[config.mk]
export PLATFORM = sky130hd
export DESIGN_NAME = table_linear_binary_search
export DESIGN_NICKNAME = d
export VERILOG_FILES = /design/src/hdl/tlbs_pkg.sv /design/src/hdl/table_linear_binary_search.sv
export SDC_FILE = /design/constraint.sdc
export NUM_CORES = 2
export LEC_CHECK = 0
export BUFFER_PORTS_ARGS = -buffer_cell sky130_fd_sc_hd__buf_2
export CAP_MARGIN = 10
export CORE_MARGIN = 3
export CORE_UTILIZATION = 55
export DETAILED_ROUTE_END_ITERATION = 6
export GPL_TIMING_DRIVEN = 0
export PLACE_DENSITY = 0.71
export SETUP_SLACK_MARGIN = 0.1
export SLEW_MARGIN = 0
export SYNTH_ARGS = -nofsm -noshare
export SYNTH_HDL_FRONTEND = slang
export SYNTH_SLANG_ARGS = --single-unit
[constraint.sdc]
create_clock -name clk -period 4.6 [get_ports clk]
set_clock_uncertainty 0.05 [all_clocks]
set_input_delay 0.46 -clock clk [delete_from_list [all_inputs] [get_ports clk]]
set_output_delay 0.46 -clock clk [all_outputs]
set_load 0.01 [all_outputs]
[src/hdl/tlbs_pkg.sv]
// Package for the table search block: table depth, derived widths, op codes.
// Depends on nothing; used by table_linear_binary_search.
package tlbs_pkg;

  localparam int DEPTH = 64;
  localparam int IDX_W = (DEPTH > 1) ? $clog2(DEPTH) : 1;
  localparam int CNT_W = $clog2(DEPTH + 1);
  localparam int BND_W = CNT_W + 1;
  localparam int DATA_W = 32;
  localparam int LOC_W = 7;

  typedef enum logic [1:0] {
    OP_CLEAR  = 2'd0,
    OP_APPEND = 2'd1,
    OP_LINEAR = 2'd2,
    OP_BINARY = 2'd3
  } op_t;

  typedef enum logic [3:0] {
    S_IDLE  = 4'b0001,
    S_LSCAN = 4'b0010,
    S_BREQ  = 4'b0100,
    S_BWAIT = 4'b1000
  } state_t;

endpackage

[src/hdl/table_linear_binary_search.sv]
// Top level of the table search block: entry memory, linear scan and binary search.
// Depends on tlbs_pkg.
//
// channel   ports                        transfer
// command   start, op, value / busy      start high and busy low at a clock edge
// result    strobe, found, location, last strobe high for a single cycle per result
//
// Clear and append leave busy low.
// A linear search holds busy while it reads the entries in order, one memory read
// a cycle, compares each registered read with the key, then gives the final result.
// A binary search takes a read state and a compare state per halving step
// (S_BREQ, S_BWAIT) until it finds the key or the range is empty.
// Reset clears the entry count and the control state; the memory is not cleared.
// The receiver cannot stall: each result is valid for exactly one cycle.
module table_linear_binary_search (
  input  logic                                clk,
  input  logic                                rst,
  input  logic                                start,
  output logic                                busy,
  input  logic [1:0]                          op,
  input  logic signed [tlbs_pkg::DATA_W-1:0]  value,
  output logic                                strobe,
  output logic                                found,
  output logic [tlbs_pkg::LOC_W-1:0]          location,
  output logic                                last
);

  tlbs_pkg::state_t state;

  logic signed [tlbs_pkg::DATA_W-1:0] mem [tlbs_pkg::DEPTH];
  logic signed [tlbs_pkg::DATA_W-1:0] rd_data;
  logic signed [tlbs_pkg::DATA_W-1:0] key;
  logic [tlbs_pkg::IDX_W-1:0]         rd_addr;
  logic                               rd_en;
  logic                               wr_en;

  logic [tlbs_pkg::CNT_W-1:0] cnt;
  logic [tlbs_pkg::CNT_W-1:0] rd_idx;
  logic                       cmp_vld;
  logic [tlbs_pkg::LOC_W-1:0] cmp_loc;
  logic                       pend_vld;
  logic [tlbs_pkg::LOC_W-1:0] pend_loc;
  logic [tlbs_pkg::BND_W-1:0] low;
  logic [tlbs_pkg::BND_W-1:0] high;
  logic [tlbs_pkg::BND_W-1:0] mid;
  logic                       issue;
  logic                       accept;

  assign busy   = (state != tlbs_pkg::S_IDLE);
  assign accept = start && !busy;
  assign issue  = (state == tlbs_pkg::S_LSCAN) && (rd_idx < cnt);
  assign mid    = tlbs_pkg::BND_W'((low + high) >> 1);
  assign wr_en  = accept && (op == tlbs_pkg::OP_APPEND) &&
                  (cnt < tlbs_pkg::CNT_W'(tlbs_pkg::DEPTH));

  always_comb begin
    rd_en   = 1'b0;
    rd_addr = tlbs_pkg::IDX_W'(rd_idx);
    if (issue) begin
      rd_en = 1'b1;
    end else if ((state == tlbs_pkg::S_BREQ) && (low <= high)) begin
      rd_en   = 1'b1;
      rd_addr = tlbs_pkg::IDX_W'(mid - tlbs_pkg::BND_W'(1));
    end
  end

  always_ff @(posedge clk) begin
    if (wr_en) begin
      mem[tlbs_pkg::IDX_W'(cnt)] <= value;
    end
    if (rd_en) begin
      rd_data <= mem[rd_addr];
    end
  end

  always_ff @(posedge clk) begin
    if (rst) begin
      state    <= tlbs_pkg::S_IDLE;
      cnt      <= '0;
      strobe   <= 1'b0;
      cmp_vld  <= 1'b0;
      pend_vld <= 1'b0;
    end else begin
      strobe <= 1'b0;
      unique case (state)
        tlbs_pkg::S_IDLE: begin
          if (accept) begin
            key      <= value;
            rd_idx   <= '0;
            cmp_vld  <= 1'b0;
            pend_vld <= 1'b0;
            low      <= tlbs_pkg::BND_W'(1);
            high     <= tlbs_pkg::BND_W'(cnt);
            unique case (op)
              tlbs_pkg::OP_CLEAR:  cnt <= '0;
              tlbs_pkg::OP_APPEND: begin
                if (wr_en) begin
                  cnt <= cnt + tlbs_pkg::CNT_W'(1);
                end
              end
              tlbs_pkg::OP_LINEAR: state <= tlbs_pkg::S_LSCAN;
              tlbs_pkg::OP_BINARY: state <= tlbs_pkg::S_BREQ;
              default:             state <= tlbs_pkg::S_IDLE;
            endcase
          end
        end
        tlbs_pkg::S_LSCAN: begin
          cmp_vld <= issue;
          if (issue) begin
            rd_idx  <= rd_idx + tlbs_pkg::CNT_W'(1);
            cmp_loc <= tlbs_pkg::LOC_W'(rd_idx) + tlbs_pkg::LOC_W'(1);
          end
          if (cmp_vld && (rd_data == key)) begin
            if (pend_vld) begin
              strobe   <= 1'b1;
              found    <= 1'b1;
              location <= pend_loc;
              last     <= 1'b0;
            end
            pend_vld <= 1'b1;
            pend_loc <= cmp_loc;
          end
          if (!issue && !cmp_vld) begin
            strobe   <= 1'b1;
            found    <= pend_vld;
            location <= pend_vld ? pend_loc : '0;
            last     <= 1'b1;
            state    <= tlbs_pkg::S_IDLE;
          end
        end
        tlbs_pkg::S_BREQ: begin
          if (low <= high) begin
            state <= tlbs_pkg::S_BWAIT;
          end else begin
            strobe   <= 1'b1;
            found    <= 1'b0;
            location <= '0;
            last     <= 1'b1;
            state    <= tlbs_pkg::S_IDLE;
          end
        end
        tlbs_pkg::S_BWAIT: begin
          if (rd_data == key) begin
            strobe   <= 1'b1;
            found    <= 1'b1;
            location <= tlbs_pkg::LOC_W'(mid);
            last     <= 1'b1;
            state    <= tlbs_pkg::S_IDLE;
          end else begin
            if (key < rd_data) begin
              high <= mid - tlbs_pkg::BND_W'(1);
            end else begin
              low <= mid + tlbs_pkg::BND_W'(1);
            end
            state <= tlbs_pkg::S_BREQ;
          end
        end
        default: state <= tlbs_pkg::S_IDLE;
      endcase
    end
  end

endmodule

### Yosys cells after proc, flatten, opt, wreduce, memory -nomap -nowiden

Memories as Yosys holds them, arrays and structs flattened. A register that Yosys moved wholly into a read port is not among the register bits.
Index checks and enable logic that the tools add are counted.

| word-level totals | value |
|---|---|
| register bits | 92 |
| latch bits | 0 |
| memory bits (writable) | 2048 |
| ROM bits | 0 |
| input bits | 37 |
| word-level logic and storage cells | 126 |
| memories kept | 1 |

Memories:

| memory | depth | width | read ports | clocked after Yosys merged registers in | wr ports | RTL line | source |
|---|---|---|---|---|---|---|---|
| mem | 64 | 32 | 1 | 1 | 1 | table_linear_binary_search.sv:30 | `logic signed [tlbs_pkg::DATA_W-1:0] mem [tlbs_pkg::DEPTH];` |

| operators by class | value |
|---|---|
| add/sub/neg operators | 5 |
| multipliers | 0 |
| divide/modulo/power cells | 0 |
| $lt $le $gt $ge | 4 |
| eq/ne operators | 22 |
| shifts and indexed selects | 0 |
| mux-type cells | 53 |
| bitwise logic cells | 1 |
| reduce and logical (&&, ||, !) cells | 26 |

Operator list:

| cell | number |
|---|---|
| 7-bit 2-to-1 mux | 9 |
| 8-bit 2-to-1 mux | 6 |
| 32-bit equality test | 1 |
| 32-bit less-than comparator | 1 |
| 8-bit one-hot mux with 2 select lines | 2 |
| 7-bit one-hot mux with 2 select lines | 2 |
| 7-bit one-hot mux with 3 select lines | 1 |
| 1-bit 2-to-1 mux | 20 |
| 2-bit inequality test (second input constant) | 8 |
| 4-bit one-hot mux with 4 select lines | 1 |
| 3-bit AND reduction | 5 |
| 7-bit by 1-bit adder with 7-bit output (second input constant) | 2 |
| 4-bit 2-to-1 mux | 3 |
| 6-bit 2-to-1 mux | 2 |
| 5-bit AND reduction | 2 |
| 1-bit one-hot mux with 3 select lines | 3 |
| 7-bit by 1-bit adder with 8-bit output (second input constant) | 1 |
| 8-bit adder | 1 |
| 8-bit less-or-equal comparator | 1 |
| 4-bit one-hot mux with 2 select lines | 1 |
| 4-bit AND reduction | 2 |
| 7-bit by 1-bit subtractor with 8-bit output (second input constant) | 1 |
| 1-bit logical AND | 7 |
| 7-bit less-than comparator | 1 |
| 20 further kinds | 28 |

### Depth between registers and ports, before layout

| depth | value |
|---|---|
| word-level depth | 7 |
| depth in mapped cells | 17 |
| mapped depth without buffers | 13 |

### Least setup slack after synthesis

No wires, ideal clock.

| timing path | value |
|---|---|
| kind | register to register |
| start | register state[3] |
| end | memory mem[33][0] in the netlist's numbering (enable) |
| setup time | 421 ps |
| arrival | 3566 ps |
| slack | 563 ps |
| stages on the path, launching flop included | 7 |
| cell sequence | dfxtp_1 -> nor4b_1 -> nand2_1 -> nor4_1 -> and2_1 -> nand3_1 -> nor2_1 |

| on the way | value |
|---|---|
| cells in the longest elaborated chain, start to end | 7 |

RTL lines:

| what | RTL line | source |
|---|---|---|
| start, declared | table_linear_binary_search.sv:28 | `tlbs_pkg::state_t state;` |
| start signal, assigned | table_linear_binary_search.sv:78 | `state <= tlbs_pkg::S_IDLE;` |
| start signal, assigned | table_linear_binary_search.sv:101 | `tlbs_pkg::OP_LINEAR: state <= tlbs_pkg::S_LSCAN;` |
| start signal, assigned | table_linear_binary_search.sv:102 | `tlbs_pkg::OP_BINARY: state <= tlbs_pkg::S_BREQ;` |
| 4-bit by 1-bit inequality test with 1-bit output | table_linear_binary_search.sv:49 | `assign busy = (state != tlbs_pkg::S_IDLE);` |
| 1-bit zero test | table_linear_binary_search.sv:50 | `assign accept = start && !busy;` |
| 1-bit logical AND | table_linear_binary_search.sv:50 |  |
| 1-bit logical AND (2 in series) | table_linear_binary_search.sv:53 | `assign wr_en = accept && (op == tlbs_pkg::OP_APPEND) &&` |
| 1-bit 2-to-1 mux | table_linear_binary_search.sv:68 | `if (wr_en) begin` |
| 1-bit 2-to-1 mux (not written as such) | table_linear_binary_search.sv:69 | `mem[tlbs_pkg::IDX_W'(cnt)] <= value;` |
| end, declared | table_linear_binary_search.sv:30 |  |

Every way passes these cells.

### Worst setup path after layout

| timing path | value |
|---|---|
| start | register low[6] in the netlist's numbering |
| end | register rd_data[11] in the netlist's numbering, read port of mem (data pin) |

| on the way | value |
|---|---|
| cells in the longest elaborated chain, start to end | 4 |
| elaborated cells between the ends (all ways) | 8 |
| classes of those cells | add/sub (2); order compare (1); mux (4); reduce/logical (1) |

RTL lines:

| what | RTL line | source |
|---|---|---|
| start, declared | table_linear_binary_search.sv:43 | `logic [tlbs_pkg::BND_W-1:0] low;` |
| start signal, assigned | table_linear_binary_search.sv:92 | `low <= tlbs_pkg::BND_W'(1);` |
| start signal, assigned | table_linear_binary_search.sv:153 | `low <= mid + tlbs_pkg::BND_W'(1);` |
| 8-bit adder or 8-bit less-or-equal comparator (tied branches) | table_linear_binary_search.sv:52, table_linear_binary_search.sv:61 |  |
| 7-bit by 1-bit subtractor with 8-bit output or 1-bit logical AND (tied branches) | n/a |  |
| 6-bit 2-to-1 mux or 1-bit 2-to-1 mux (tied branches) | table_linear_binary_search.sv:61 | `end else if ((state == tlbs_pkg::S_BREQ) && (low <= high)) begin` |
| 6-bit 2-to-1 mux or 1-bit 2-to-1 mux (tied branches) | table_linear_binary_search.sv:59 | `if (issue) begin` |
| end, declared | table_linear_binary_search.sv:31 | `logic signed [tlbs_pkg::DATA_W-1:0] rd_data;` |

Several ways; a longest one is shown, not always the timed one.
A chain may end at the register's enable or synchronous reset.

==> flow_metrics.tcl <==
set metrics [dict create \
    dr.pass1.iters 6 \
    hold_viol 0 \
    post-route-min-period_ns 4.656 \
    clock_path_buffers 3 \
    drc 0 \
    start_util 0.5550 \
    grt_pass1_vias 53665 \
    setup_viol 2 \
    worstHoldStart "value[28]" \
    relSlewSlack 0.02638 \
    holdWs_ns 0.1253 \
    yosysSeqAreaShare 0.7595 \
    ys.flop_type "edfxtp_1" \
    path_class "register to register" \
    arrival_ns 5.18 \
    die-area_um2 160600 \
    via_count 56254 \
    syn_to_final_growth_pct 19.44 \
    finalWeightedCongestion 0.9842 \
    max-vdd-ir-drop_mv 0.3909 \
    dpl_worst_slack_ns -1.074 \
    grt_pass1_wl_um 382500 \
    violations "setup timing" \
    wl_met1_um 97330 \
    cts_htree_levels 4 \
    cts_root_buf "clkbuf_16" \
    grt_max_degree 66 \
    reg2reg_slack_ns -0.06 \
    fin_cells 8809 \
    syn_area_um2 85690 \
    drt_iter0_drc 8045 \
    fmax_mhz 214.8 \
    r2r_cells 19 \
    wl_met3_um 34580 \
    top_layer "met5" \
    worstPathRequired_ns 5.12 \
    status "complete, but fails checks" \
    p_leak_nw 35.05 \
    syn_nets 6209 \
    max-cap-violations 0 \
    numCtsBuffers 210 \
    wl_met2_um 123900 \
    period_share 1.012 \
    async_flop_share 0 \
    grt_use_total 0.3342 \
    worst_slew_pin_slew_ns 1.456 \
    slew_violations 0 \
    clk_pin_slew_ns 0.07 \
    synth_cell_types 66 \
    clk_latency_ns 0.84 \
    port_buffers 45 \
    via_per_inst 6.386 \
    endpoint_kind "register" \
    synthTopCellsByArea "edfxtp_1 76%, nand2_1 7.2%, nand3_1 3.5%, mux2i_1 3.0%, nand4_1 0.99%" \
    hold-path-endpoint "mem[39][28]" \
    fin_nets 6675 \
    rr_endpoint "rd_data[11]" \
    num-fill-cells 10434 \
    ant_nets 0 \
    ys_warn_count 0 \
    setup_slack_ns -0.05625 \
    core-area_um2 154400 \
    synth_edf_count 2158 \
    r2r-start "low[6]" \
    place_hpwl_um 176600 \
    total_power_w 0.04271 \
    post_drt_wl_per_cell_um 31.14 \
    crit_fanout 6 \
    ioPinCount 48 \
    synth.largest_area_cell "edfxtp_1" \
    place_inst 8289 \
    antenna_found_initial 21 \
    die_height_um 400.7 \
    min_path_type "primary input to register" \
    drt_wl_total_um 274300 \
    rows 144 \
    ys_ff_latch 2172 \
    cts_sinks 2172 \
    synth_top_area_share 0.7562 \
    gr-total-overflow 0 \
    drive_above_1_share 0.1737 \
    cp-start-kind "register" \
    powerDensity_nw_per_um2 417.3 \
    rsz0062_at_grt "true" \
    cts_tree "done" \
    synthCells 6114 \
    synth_area_per_cell_um2 14.02 \
    whs_path_depth 1 \
    die_w_um 400.7 \
]
==> critical path: stages (launching register included) <==
cell	delay, ns
edfxtp_1	0.40
ha_1	0.31
clkbuf_8	0.13
nand2_4	0.04
or4_4	0.53
a21o_1	0.20
buf_6	0.12
a21oi_4	0.20
mux2_4	0.34
buf_12	0.15
nor2_4	0.13
buf_12	0.14
buf_12	0.15
buf_8	0.12
clkbuf_16	0.15
buf_6	0.10
nand3_2	0.05
nand4_1	0.33
o22ai_4	0.20
or4_1	0.50
==> timing repair <==
action / in CTS / in global routing
endpoints found under the hold margin: 49 / 0
setup buffers: 72 / 37
resized for setup: 611 / 249
pin swaps: 145 / 147
hold buffers: 6 / 0
endpoints found under the setup margin: 1812 / 329
cloned: 4 / 7
==> power breakdown <==
part | leakage [nW] | switching, W | internal (W)
Clock | 3.20 | 0.00735 | 0.00946
Combinational | 12.3 | 0.00285 | 0.00121
Sequential | 19.5 | 0.0000255 | 0.0218
Total | 35.1 | 0.0102 | 0.0325
==> final cells by class <==
type | instances | area (um2) | area share
diodes | 13 | 32.53 | 0.0003178
multi-input cells | 3510 | 21320 | 0.2083
flip-flops and latches | 2172 | 65080 | 0.6359
inverters | 64 | 240.2 | 0.002347
clock inverters | 108 | 1033 | 0.01010
clock buffers | 276 | 5567 | 0.05439
repair buffers | 257 | 3646 | 0.03562
well taps | 2044 | 2557 | 0.02499
plain buffers | 365 | 2870 | 0.02804
==> registers in the layout, summed over array words and instances, names as in the netlist, 8 cells and up <==
signal   count
mem       2048
key         32
rd_data     32
high         8
low          8
==> synth_stat cells (3+ instances only) <==
| cell type | count |
|---|---|
| buf_4 | 11 |
| or4_1 | 34 |
| o221ai_1 | 33 |
| nand3b_1 | 4 |
| nand4_1 | 136 |
| nand2_1 | 1643 |
| nor4_1 | 7 |
| nor2_1 | 174 |
| o22ai_1 | 65 |
| buf_6 | 3 |
| a21oi_1 | 157 |
| and3_1 | 4 |
| dfxtp_1 | 14 |
| ha_1 | 57 |
| a32o_1 | 64 |
| a211o_1 | 5 |
| a22o_1 | 4 |
| a211oi_1 | 7 |
| a21o_1 | 15 |
| clkbuf_1 | 169 |
| edfxtp_1 | 2158 |
| o21a_1 | 7 |
| o21ai_0 | 20 |
| nand3_1 | 595 |
| a221oi_1 | 33 |
| nor4b_1 | 3 |
| nand2b_1 | 5 |
| nor2b_1 | 11 |
| mux2i_1 | 260 |
| a32oi_1 | 97 |
| xnor2_1 | 14 |
| nor3b_1 | 3 |
| buf_1 | 21 |
| or3_1 | 8 |
| nor3_1 | 8 |
| inv_1 | 64 |
| xor2_1 | 5 |
| buf_2 | 163 |
==> per-layer routing <==
metal / vias up / global-route usage
met5: - / 0
met4: 4 / 0.1955
met3: 741 / 0.09338
met2: 3815 / 0.5068
met1: 27931 / 0.4352
li1: 23763 / -
==> cell usage in the layout, fill, tap and decap left out, types with 63 or more instances in the layout <==
cell type  synthesis  layout
edfxtp_1        2158    2158
nand2_1         1643    1640
nand3_1          595     568
mux2i_1          260     250
clkbuf_16          0     225
a21oi_1          157     155
nand4_1          136     136
clkbuf_1         169     127
buf_4             11     124
nor2_1           174     104
buf_2            163     103
buf_12             0     103
nor2_4             0      67
clkbuf_2           1      63
a32oi_1           97      63
==> worst max-delay path by stage <==
stage | start | endpoint | slack (ns) | cells past startpoint
after floorplan | state[3] | mem[33][0] | 0.56 | 6
after global placement | state[1] | mem[43][15] | -2.19 | 6
after detailed placement | high[5] | rd_data[13] | -1.07 | 16
after CTS | low[6] | rd_data[11] | -0.08 | 20
after global routing | low[6] | rd_data[11] | -0.1 | 19
final | low[6] | rd_data[11] | -0.06 | 19
==> per-stage QoR <==
step	utilization	cell area (um2)	TNS [ns]
finish	0.6629	102400	-0.07921
global route	0.6627	102300	-0.5357
CTS	0.6535	100900	-0.1450
detailed placement	0.5885	90870	-376.47
global placement	0.5730	88470	-3420.42
floorplan	-	85690	0
==> kinds of logic after synthesis <==
kind of cell	synth area share
adders and majority gates	0.008556
muxes	0.03063
DFF	0.7595
xor gates and xnor gates	0.001942
AOI/OAI and AO/OA	0.04491
buffers and inverters	0.02206
and+or+nand+nor	0.1324
No activity file was read; power rests on OpenSTA's default activity.
